<file path="src/design/assert_macros.svh">
// Assertion helpers shared by the design files.
`ifndef ASSERT_MACROS_SVH
`define ASSERT_MACROS_SVH

// Clocked check, ignored while reset is asserted.
`define ASSERT_CLK(label, prop, msg) \
  label: assert property (@(posedge clk) disable iff (!rst_n) prop) else $error(msg);

// Clocked check that also holds during reset.
`define ASSERT_ALWAYS(label, prop, msg) \
  label: assert property (@(posedge clk) prop) else $error(msg);

`endif

</file>
<file path="src/design/pbpr_pkg.sv">
`default_nettype none
package pbpr_pkg;

  localparam logic [2:0] KIND_PIN    = 3'd0;
  localparam logic [2:0] KIND_UNPIN  = 3'd1;
  localparam logic [2:0] KIND_DIRTY  = 3'd2;
  localparam logic [2:0] KIND_FORCE  = 3'd3;
  localparam logic [2:0] KIND_FLUSH  = 3'd4;

  localparam logic [1:0] STATUS_OK         = 2'd0;
  localparam logic [1:0] STATUS_NOT_FOUND  = 2'd1;
  localparam logic [1:0] STATUS_ALL_PINNED = 2'd2;

  localparam logic CFG_STRATEGY      = 1'b0;
  localparam logic CFG_FRAMES_IN_USE = 1'b1;

  localparam int         PIN_BITS    = 16;
  localparam int         STAMP_BITS  = 32;
  localparam logic [4:0] RESULT_CAP  = 5'd16;

  typedef struct packed {
    logic [2:0]  kind;
    logic [19:0] page_number;
  } in_t;

  typedef struct packed {
    logic [1:0]  status;
    logic        hit;
    logic [3:0]  frame_index;
    logic        write_back;
    logic [19:0] write_page;
    logic        read_in;
    logic [19:0] read_page;
    logic        last;
    logic [31:0] read_io_count;
    logic [31:0] write_io_count;
  } out_t;

  typedef struct packed {
    logic accept;
    logic commit;
  } ctl_cmd_t;

  typedef struct packed {
    logic scan_done;
  } dp_sts_t;

endpackage
`default_nettype wire

</file>
<file path="src/design/pbpr_ctrl.sv">
`default_nettype none
module pbpr_ctrl (
  input  wire               clk,
  input  wire               rst_n,
  input  wire               start,
  output logic              busy,
  output pbpr_pkg::ctl_cmd_t cmd,
  input  pbpr_pkg::dp_sts_t  sts
);

  localparam logic [1:0] S_IDLE   = 2'd0;
  localparam logic [1:0] S_SCAN   = 2'd1;
  localparam logic [1:0] S_COMMIT = 2'd2;

  logic [1:0] state_r, state_nxt;

  always_comb begin
    state_nxt = state_r;
    unique case (state_r)
      S_IDLE:   if (start) state_nxt = S_SCAN;
      S_SCAN:   if (sts.scan_done) state_nxt = S_COMMIT;
      S_COMMIT: state_nxt = S_IDLE;
      default:  state_nxt = S_IDLE;
    endcase
  end

  always_ff @(posedge clk) begin
    if (!rst_n) begin
      state_r <= S_IDLE;
    end else begin
      state_r <= state_nxt;
    end
  end

  assign busy       = (state_r != S_IDLE);
  assign cmd.accept = (state_r == S_IDLE) && start;
  assign cmd.commit = (state_r == S_COMMIT);

`include "assert_macros.svh"
  `ASSERT_CLK(a_commit_idle, state_r == S_COMMIT |=> state_r == S_IDLE, "commit did not end")
  `ASSERT_CLK(a_done_in_scan, sts.scan_done |-> state_r == S_SCAN, "scan end outside scan")

endmodule
`default_nettype wire

</file>
<file path="src/design/pbpr_dp.sv">
`default_nettype none
module pbpr_dp #(
  parameter int NUM_FRAMES       = 16,
  parameter int PAGE_NUMBER_BITS = 20
) (
  input  wire                clk,
  input  wire                rst_n,
  input  wire                cfg_we,
  input  wire                cfg_index,
  input  wire  [4:0]         cfg_wdata,
  input  pbpr_pkg::in_t      in_data,
  input  pbpr_pkg::ctl_cmd_t cmd,
  output pbpr_pkg::dp_sts_t  sts,
  output logic               out_valid,
  output pbpr_pkg::out_t     out_data
);

  localparam int IW = (NUM_FRAMES > 1) ? $clog2(NUM_FRAMES) : 1;
  localparam int PW = (PAGE_NUMBER_BITS > 20) ? PAGE_NUMBER_BITS : 20;
  localparam int SB = pbpr_pkg::STAMP_BITS;
  localparam int PN = pbpr_pkg::PIN_BITS;

  typedef struct packed {
    logic [PAGE_NUMBER_BITS-1:0] page;
    logic [PN-1:0]               pins;
    logic                        dirty;
    logic [SB-1:0]               ld;
    logic [SB-1:0]               us;
  } ent_t;

  function automatic logic [19:0] pg20(input logic [PAGE_NUMBER_BITS-1:0] p);
    logic [PW-1:0] t;
    t = PW'(p);
    return t[19:0];
  endfunction

  // frame table
  ent_t mem [NUM_FRAMES];
  ent_t rdata_r;
  logic mem_we;
  logic [IW-1:0] mem_wa;
  ent_t mem_wd;

  logic            strategy_r;
  logic [4:0]      fiu_r;
  logic [NUM_FRAMES-1:0] valid_r;
  logic [SB-1:0]   load_r, use_r, reads_r, writes_r;

  logic [2:0]                  kind_r;
  logic [PAGE_NUMBER_BITS-1:0] req_page_r;
  logic [PW-1:0]               pg_in;

  logic            issuing_r, rd_vld_r, rd_valid_r;
  logic [IW-1:0]   addr_r, rd_idx_r, n_last;
  logic [6:0]      act;

  logic            found_r;
  logic [IW-1:0]   f_idx_r;
  ent_t            f_ent_r;
  logic            vic_found_r, vic_valid_r, vic_dirty_r;
  logic [IW-1:0]   vic_idx_r;
  logic [SB-1:0]   vic_best_r;
  logic [PAGE_NUMBER_BITS-1:0] vic_page_r;
  logic [4:0]      fl_cnt_r;

  pbpr_pkg::out_t  pend_r, pend_nxt, res;
  logic            pend_vld_r, pend_v_nxt, out_v_nxt;

  ent_t            ev;
  logic [SB-1:0]   stamp;
  logic            is_match, is_cand, flush_hit;
  logic            set_vld, rd_inc, wr_inc, ld_inc;
  logic [1:0]      us_add;

  assign pg_in = PW'(in_data.page_number);
  assign act   = (fiu_r == 5'd0) ? 7'd1 :
                 ((7'(fiu_r) > 7'(NUM_FRAMES)) ? 7'(NUM_FRAMES) : 7'(fiu_r));
  assign n_last = IW'(act - 7'd1);
  assign sts.scan_done = rd_vld_r && (rd_idx_r == n_last);

  always_comb begin
    ev = rdata_r;
    if (!rd_valid_r) begin
      ev.pins  = '0;
      ev.dirty = 1'b0;
      ev.ld    = SB'(rd_idx_r);
      ev.us    = SB'(rd_idx_r);
    end
    stamp     = strategy_r ? ev.us : ev.ld;
    is_match  = rd_valid_r && (ev.page == req_page_r) && (kind_r <= pbpr_pkg::KIND_FORCE);
    is_cand   = (ev.pins == '0) && (!vic_found_r || (stamp < vic_best_r));
    flush_hit = (kind_r == pbpr_pkg::KIND_FLUSH) && rd_valid_r && ev.dirty &&
                (ev.pins == '0) && (fl_cnt_r < pbpr_pkg::RESULT_CAP);
  end

  always_comb begin
    mem_we     = 1'b0;
    mem_wa     = rd_idx_r;
    mem_wd     = ev;
    set_vld    = 1'b0;
    rd_inc     = 1'b0;
    wr_inc     = 1'b0;
    ld_inc     = 1'b0;
    us_add     = 2'd0;
    out_v_nxt  = 1'b0;
    res        = '0;
    pend_nxt   = pend_r;
    pend_v_nxt = pend_vld_r;
    if (rd_vld_r && flush_hit) begin
      mem_we       = 1'b1;
      mem_wd.dirty = 1'b0;
      wr_inc       = 1'b1;
      if (pend_vld_r) begin
        out_v_nxt = 1'b1;
        res       = pend_r;
      end
      pend_v_nxt              = 1'b1;
      pend_nxt                = '0;
      pend_nxt.status         = pbpr_pkg::STATUS_OK;
      pend_nxt.frame_index    = 4'(rd_idx_r);
      pend_nxt.write_back     = 1'b1;
      pend_nxt.write_page     = pg20(ev.page);
      pend_nxt.read_io_count  = reads_r;
      pend_nxt.write_io_count = writes_r + 32'd1;
    end
    if (cmd.commit) begin
      res.last = 1'b1;
      unique case (kind_r)
        pbpr_pkg::KIND_PIN: begin
          out_v_nxt = 1'b1;
          if (found_r) begin
            mem_we      = 1'b1;
            mem_wa      = f_idx_r;
            mem_wd      = f_ent_r;
            if (f_ent_r.pins != {PN{1'b1}}) mem_wd.pins = f_ent_r.pins + 1'b1;
            mem_wd.us   = use_r;
            us_add      = 2'd1;
            res.hit     = 1'b1;
            res.frame_index = 4'(f_idx_r);
          end else if (!vic_found_r) begin
            res.status = pbpr_pkg::STATUS_ALL_PINNED;
          end else begin
            mem_we       = 1'b1;
            mem_wa       = vic_idx_r;
            mem_wd.page  = req_page_r;
            mem_wd.pins  = PN'(1);
            mem_wd.dirty = 1'b0;
            mem_wd.ld    = load_r;
            mem_wd.us    = use_r + 32'd1;
            set_vld      = 1'b1;
            ld_inc       = 1'b1;
            us_add       = 2'd2;
            rd_inc       = 1'b1;
            wr_inc       = vic_valid_r && vic_dirty_r;
            res.frame_index = 4'(vic_idx_r);
            res.write_back  = vic_valid_r && vic_dirty_r;
            res.write_page  = (vic_valid_r && vic_dirty_r) ? pg20(vic_page_r) : 20'd0;
            res.read_in     = 1'b1;
            res.read_page   = pg20(req_page_r);
          end
        end
        pbpr_pkg::KIND_UNPIN: begin
          out_v_nxt = 1'b1;
          if (found_r) begin
            res.frame_index = 4'(f_idx_r);
            if (f_ent_r.pins != '0) begin
              mem_we      = 1'b1;
              mem_wa      = f_idx_r;
              mem_wd      = f_ent_r;
              mem_wd.pins = f_ent_r.pins - 1'b1;
            end
          end
        end
        pbpr_pkg::KIND_DIRTY: begin
          out_v_nxt = 1'b1;
          if (found_r) begin
            mem_we          = 1'b1;
            mem_wa          = f_idx_r;
            mem_wd          = f_ent_r;
            mem_wd.dirty    = 1'b1;
            res.frame_index = 4'(f_idx_r);
          end else begin
            res.status = pbpr_pkg::STATUS_NOT_FOUND;
          end
        end
        pbpr_pkg::KIND_FORCE: begin
          out_v_nxt = 1'b1;
          if (found_r) begin
            res.frame_index = 4'(f_idx_r);
            if (f_ent_r.dirty) begin
              mem_we         = 1'b1;
              mem_wa         = f_idx_r;
              mem_wd         = f_ent_r;
              mem_wd.dirty   = 1'b0;
              wr_inc         = 1'b1;
              res.write_back = 1'b1;
              res.write_page = pg20(f_ent_r.page);
            end
          end
        end
        pbpr_pkg::KIND_FLUSH: begin
          if (pend_vld_r) begin
            out_v_nxt  = 1'b1;
            res        = pend_r;
            res.last   = 1'b1;
            pend_v_nxt = 1'b0;
          end
        end
        default: ;
      endcase
      if (kind_r != pbpr_pkg::KIND_FLUSH) begin
        res.read_io_count  = reads_r + 32'(rd_inc);
        res.write_io_count = writes_r + 32'(wr_inc);
      end
    end
  end

  always_ff @(posedge clk) begin
    if (mem_we) mem[mem_wa] <= mem_wd;
    if (issuing_r) rdata_r <= mem[addr_r];
  end

  // scan pipeline, per-request scan flags, configuration and counters
  always_ff @(posedge clk) begin
    if (!rst_n) begin
      strategy_r  <= 1'b0;
      fiu_r       <= 5'd16;
      valid_r     <= '0;
      load_r      <= SB'(NUM_FRAMES);
      use_r       <= SB'(NUM_FRAMES);
      reads_r     <= '0;
      writes_r    <= '0;
      issuing_r   <= 1'b0;
      rd_vld_r    <= 1'b0;
      found_r     <= 1'b0;
      vic_found_r <= 1'b0;
      fl_cnt_r    <= '0;
      pend_vld_r  <= 1'b0;
      out_valid   <= 1'b0;
    end else begin
      if (cfg_we) begin
        if (cfg_index == pbpr_pkg::CFG_STRATEGY) strategy_r <= cfg_wdata[0];
        else fiu_r <= cfg_wdata;
      end
      if (set_vld) valid_r[mem_wa] <= 1'b1;
      if (ld_inc) load_r <= load_r + 32'd1;
      use_r    <= use_r + 32'(us_add);
      reads_r  <= reads_r + 32'(rd_inc);
      writes_r <= writes_r + 32'(wr_inc);
      rd_vld_r <= issuing_r;
      out_valid  <= out_v_nxt;
      pend_vld_r <= pend_v_nxt;
      if (cmd.accept) begin
        addr_r      <= '0;
        issuing_r   <= 1'b1;
        found_r     <= 1'b0;
        vic_found_r <= 1'b0;
        fl_cnt_r    <= '0;
      end else if (issuing_r) begin
        if (addr_r == n_last) issuing_r <= 1'b0;
        else addr_r <= addr_r + 1'b1;
      end
      if (rd_vld_r) begin
        if (is_match && !found_r) found_r <= 1'b1;
        if (is_cand) vic_found_r <= 1'b1;
        if (flush_hit) fl_cnt_r <= fl_cnt_r + 5'd1;
      end
    end
  end

  always_ff @(posedge clk) begin
    if (cmd.accept) begin
      kind_r     <= in_data.kind;
      req_page_r <= pg_in[PAGE_NUMBER_BITS-1:0];
    end
    rd_idx_r   <= addr_r;
    rd_valid_r <= valid_r[addr_r];
    if (rd_vld_r && is_match && !found_r) begin
      f_idx_r <= rd_idx_r;
      f_ent_r <= ev;
    end
    if (rd_vld_r && is_cand) begin
      vic_idx_r   <= rd_idx_r;
      vic_best_r  <= stamp;
      vic_valid_r <= rd_valid_r;
      vic_dirty_r <= ev.dirty;
      vic_page_r  <= ev.page;
    end
    pend_r   <= pend_nxt;
    out_data <= res;
  end

`include "assert_macros.svh"
  `ASSERT_CLK(a_accept_drained, cmd.accept |-> !issuing_r && !rd_vld_r && !pend_vld_r,
              "request taken while scan active")
  `ASSERT_CLK(a_done_issued, sts.scan_done |-> !issuing_r, "scan ended with reads pending")
  `ASSERT_ALWAYS(a_no_out_reset, !rst_n |=> !out_valid, "result right after reset")

endmodule
`default_nettype wire

</file>
<file path="src/design/page_buffer_pool_replacement.sv">
// Channel   Ports                                 Transfer
// input     start, busy, in_data (in_t)           start && !busy
// result    out_valid, out_data (out_t)           out_valid, one cycle each
// config    cfg_we, cfg_index, cfg_wdata          cfg_we, no wait
//
// A request holds busy while it scans the active frames, n being the active frame
// count: one frame-table read per cycle over the active frames, the registered read,
// one commit. The result strobes in the cycle busy drops, so the next request can be
// taken in that cycle; flush-all results also strobe during the scan, one per cycle
// at most. Reset is synchronous; frame contents are qualified by valid bits, so no
// clearing pass. Results cannot be stalled.
`default_nettype none
module page_buffer_pool_replacement #(
  parameter int NUM_FRAMES       = 16,
  parameter int PAGE_NUMBER_BITS = 20
) (
  input  wire            clk,
  input  wire            rst_n,
  input  wire            start,
  output logic           busy,
  input  pbpr_pkg::in_t  in_data,
  output logic           out_valid,
  output pbpr_pkg::out_t out_data,
  input  wire            cfg_we,
  input  wire            cfg_index,
  input  wire  [4:0]     cfg_wdata
);

  pbpr_pkg::ctl_cmd_t cmd;
  pbpr_pkg::dp_sts_t  sts;

  pbpr_ctrl u_ctrl (
    .clk   (clk),
    .rst_n (rst_n),
    .start (start),
    .busy  (busy),
    .cmd   (cmd),
    .sts   (sts)
  );

  pbpr_dp #(
    .NUM_FRAMES       (NUM_FRAMES),
    .PAGE_NUMBER_BITS (PAGE_NUMBER_BITS)
  ) u_dp (
    .clk       (clk),
    .rst_n     (rst_n),
    .cfg_we    (cfg_we),
    .cfg_index (cfg_index),
    .cfg_wdata (cfg_wdata),
    .in_data   (in_data),
    .cmd       (cmd),
    .sts       (sts),
    .out_valid (out_valid),
    .out_data  (out_data)
  );

endmodule
`default_nettype wire

</file>
<file path="config.mk">
export PLATFORM = sky130hd
export DESIGN_NAME = page_buffer_pool_replacement
export DESIGN_NICKNAME = d
export VERILOG_FILES = /design/src/design/pbpr_pkg.sv /design/src/design/pbpr_ctrl.sv /design/src/design/pbpr_dp.sv /design/src/design/page_buffer_pool_replacement.sv
export VERILOG_INCLUDE_DIRS = /design/src /design/src/design
export SDC_FILE = /design/constraint.sdc
export NUM_CORES = 2
export LEC_CHECK = 0
export BUFFER_PORTS_ARGS = -buffer_cell sky130_fd_sc_hd__buf_2
export CORE_MARGIN = 1.5
export CORE_UTILIZATION = 60
export CTS_BUF_LIST = sky130_fd_sc_hd__clkbuf_2
export CTS_CLUSTER_DIAMETER = 80
export DETAILED_ROUTE_END_ITERATION = 16
export PLACE_DENSITY = 0.77
export SYNTH_ARGS = -nofsm -noshare
export SYNTH_HDL_FRONTEND = slang
export SYNTH_HIERARCHICAL = 1
export SYNTH_SLANG_ARGS = --single-unit
export TNS_END_PERCENT = 1
</file>
<file path="constraint.sdc">
create_clock -name clk -period 10.9 [get_ports clk]
set_input_delay 0 -clock clk [delete_from_list [all_inputs] [get_ports clk]]
set_output_delay 0 -clock clk [all_outputs]
set_load 0.02 [all_outputs]
</file>
==> flow_summary.json <==
{
  "cts_made_buffers": 568,
  "syn_area_mm2": 0.0911,
  "routed_wl_um": 230000,
  "place_congestion": 0.961,
  "placementRows": 142,
  "final_util": 0.671,
  "slew_headroom": 0.117,
  "seq_area_frac_synth": 0.720,
  "cts.sinks": 2277,
  "dr.pass1.iters": 8,
  "min_to": "u_dp/kind_r[1]",
  "seq_power_share": 0.604,
  "finalCritPeriodShare": 0.525,
  "power_mw": 15.7,
  "ys_warn_count": 6,
  "grt_start_max_net_pins": 132,
  "grt_pass1_vias": 53600,
  "cts.clk_slew.worst_paths_ns": 0.10,
  "hold_viol_final": 0,
  "layout-drive-gt1-share": 0.276,
  "fp.coreArea_mm2": 0.150,
  "antenna_found_initial": 8,
  "syn_avg_cell_area_um2": 17.2,
  "setup_viol": 0,
  "reg2reg_from": "u_dp/f_ent_r[65]",
  "drv_slew": 0,
  "critPathLaunchType": "flop",
  "hold_class": "primary input to flop",
  "finalClockSkew_ns": 0.141,
  "timing.final.crit_period_ns": 5.73,
  "whs_path_depth": 4,
  "cts_tree": "yes",
  "syn-num-nets": 5367,
  "combPwrFrac": 0.040,
  "initial_core_util": 0.606,
  "tns_ns": 0,
  "min-delay-start": "in_data[21]",
  "r2r_cells": 10,
  "grt_overflow": 0,
  "areaGrowthSynthToFinish_pct": 10.7,
  "intPower_mw": 12.0,
  "rrSetupSlack_ns": 5.17,
  "vias_per_cell": 6.35,
  "pre_cts_ws_ns": 5.31,
  "vias": 53300,
  "track_usage": 0.302,
  "ant_nets": 0,
  "ys_types": 90,
  "synth_seq_cells": 2277,
  "path_max_fanout": 44,
  "max_freq_ghz": 0.175,
  "clockPowerShare": 0.356,
  "final_area_mm2": 0.101,
  "setup_ws_ns": 5.17,
  "cp.required_ns": 12.23,
  "design.die.area_mm2": 0.154,
  "cts_resized": 0,
  "place_area_mm2": 0.0945,
  "dp.cells": 7280,
  "io_buffers": 148,
  "power_density_mw_per_mm2": 156,
  "hold_slack_ns": 0.281,
  "status": "complete, no violations",
  "grt_pass1_wl_um": 340000,
  "drtIter0Drc": 6548,
  "fillers": 10000,
  "clock_latency_ns": 1.85,
  "grt_setup_unrepaired": "no",
  "p_leak_nw": 35.0,
  "cap_violations": 0,
  "ys.flop_type": "edfxtp_1",
  "critPathKind": "flop to flop",
  "die_h_um": 393,
  "power_switching_mw": 3.73,
  "cp.arrival_ns": 7.06,
  "nets": 6042,
  "drc": 0,
  "synth_edf_count": 1995,
  "crit_path_end_kind": "flop",
  "cts_buffer_depth": 4,
  "ioPinCount": 149,
  "dpl.hpwl_um": 130000,
  "stdcell_count": 8391,
  "async_flop_share": 0,
  "clockRootBuffer": "clkbuf_2",
  "p_sw_frac": 0.237,
  "wl_per_cell_um": 27.4,
  "tightest_slew_ns": 1.32,
  "synthCells": 5284,
  "die_w_um": 393,
  "cts-htree-levels": 6,
  "vdd_drop_max_v": 0.000104,
  "reg2reg_to": "u_dp/mem[2][77]"
}
## registers in the layout (all words and copies together) (netlist names), 2 cells and up
name / cells
u_dp/vic_best_r: 32
u_dp/fl_cnt_r: 5
u_dp/load_r: 32
u_dp/vic_page_r: 20
u_dp/writes_r: 32
u_dp/valid_r: 16
u_dp/rdata_r: 81
u_dp/pend_r: 88
u_dp/addr_r: 4
u_dp/mem: 1616
u_dp/reads_r: 32
u_dp/ev: 20
u_dp/out_data: 114
u_dp/fiu_r: 5
u_dp/f_idx_r: 4
u_dp/use_r: 32
u_dp/req_page_r: 20
u_dp/kind_r: 3
u_dp/rd_idx_r: 4
u_dp/f_ent_r: 101
u_ctrl/state_r: 2
u_dp/vic_idx_r: 4
## power by group through the flow
stage	combinational [mW]	clock (mW)	sequential [mW]
after floorplan	0.405	0	9.68
after global placement	0.571	0	9.69
after detailed placement	0.581	0	9.69
after CTS	0.618	5.69	9.50
after global routing	0.660	6.16	9.50
final	0.626	5.60	9.50
## cells by family after synthesis
logic type | after synthesis | share of synthesized area
flops | 2277 | 0.720
simple gates | 1128 | 0.0610
compound gates | 678 | 0.0469
mux | 519 | 0.127
buf+inv | 416 | 0.0174
xor+xnor | 216 | 0.0208
fa+ha+maj | 50 | 0.00695
## critical path, stage by stage, from the launching register on
cell	delay [ns]
edfxtp_1	0.49
inv_1	0.12
ha_1	0.19
or3b_1	0.48
or4_1	0.66
o311ai_1	0.50
nand2_1	0.13
o22ai_2	0.28
o2111ai_1	0.54
nor2_4	1.00
buf_4	0.83
## repair_timing
action,4_1_cts,5_1_grt
buffers inserted,0,0
endpoints found under the hold margin,217,0
hold buffers,125,0
## final cells by class
| cell class | count | area, µm² | area share |
|---|---|---|---|
| flip-flops and latches | 2277 | 65600 | 0.650 |
| multi-input cells | 2591 | 24100 | 0.239 |
| clock buffers | 838 | 4190 | 0.0416 |
| repair buffers | 420 | 3180 | 0.0315 |
| well taps | 2016 | 2520 | 0.0250 |
| clock inverters | 139 | 813 | 0.00807 |
| inverters | 101 | 379 | 0.00376 |
| diodes | 9 | 22.5 | 0.000223 |
## routing by layer
layer | up-vias | track usage | share of wire
li1 | 22600 | - | -
met5 | - | 0 | 0.00019
met4 | 6 | 0.119 | 0.033
met2 | 3291 | 0.475 | 0.48
met1 | 26900 | 0.420 | 0.39
met3 | 491 | 0.0619 | 0.10
## cell usage in the layout, fill, tap and decap left out, types with 20 or more instances in the layout
master,instances
o21ai_0,245
clkbuf_2,838
inv_1,99
nand3_1,115
dfxtp_1,278
nor2b_1,28
o21ai_1,35
nor3_1,44
or3_1,39
nor2_1,134
nand4_1,67
and3_1,46
o311a_1,20
nor4_1,24
and2_1,135
nand2_1,405
xnor2_1,128
dlygate4sd3_1,124
a21boi_0,35
o22ai_1,42
ha_1,49
a21oi_1,106
clkinv_1,96
buf_4,143
buf_2,147
mux4_2,510
a22oi_1,55
xor2_1,88
edfxtp_1,1995
## cell usage after synthesis (46+ instances only)
cell type  count  area, µm²
edfxtp_1    1995      59900
mux4_2       510      11500
nand2_1      406       1520
dfxtp_1      282       5650
o21ai_0      247       1240
clkbuf_1     245        920
nor2_1       153        574
and2_1       135        845
xnor2_1      128       1120
nand3_1      115        576
a21oi_1      107        536
inv_1         99        372
xor2_1        88        771
nand4_1       67        419
buf_1         59        221
a22oi_1       55        413
ha_1          49        613
nor3_1        48        240
and3_1        46        288
## worst max path at each step
stage	endpoint	startpoint	slack, ns	cells past startpoint
2_1_floorplan	u_dp/f_ent_r[0]	u_dp/rd_valid_r	1.74	5
4_1_cts	u_dp/mem[8][5]	u_dp/f_ent_r[65]	5.24	10
3_3_place_gp	u_dp/mem[8][10]	u_dp/f_ent_r[65]	5.34	10
3_5_place_dp	u_dp/mem[8][70]	u_dp/f_ent_r[65]	5.31	10
6_report	u_dp/mem[2][77]	u_dp/f_ent_r[65]	5.17	10
5_1_grt	u_dp/mem[8][12]	u_dp/f_ent_r[65]	4.90	10
No activity file was read; power rests on OpenSTA's default activity.
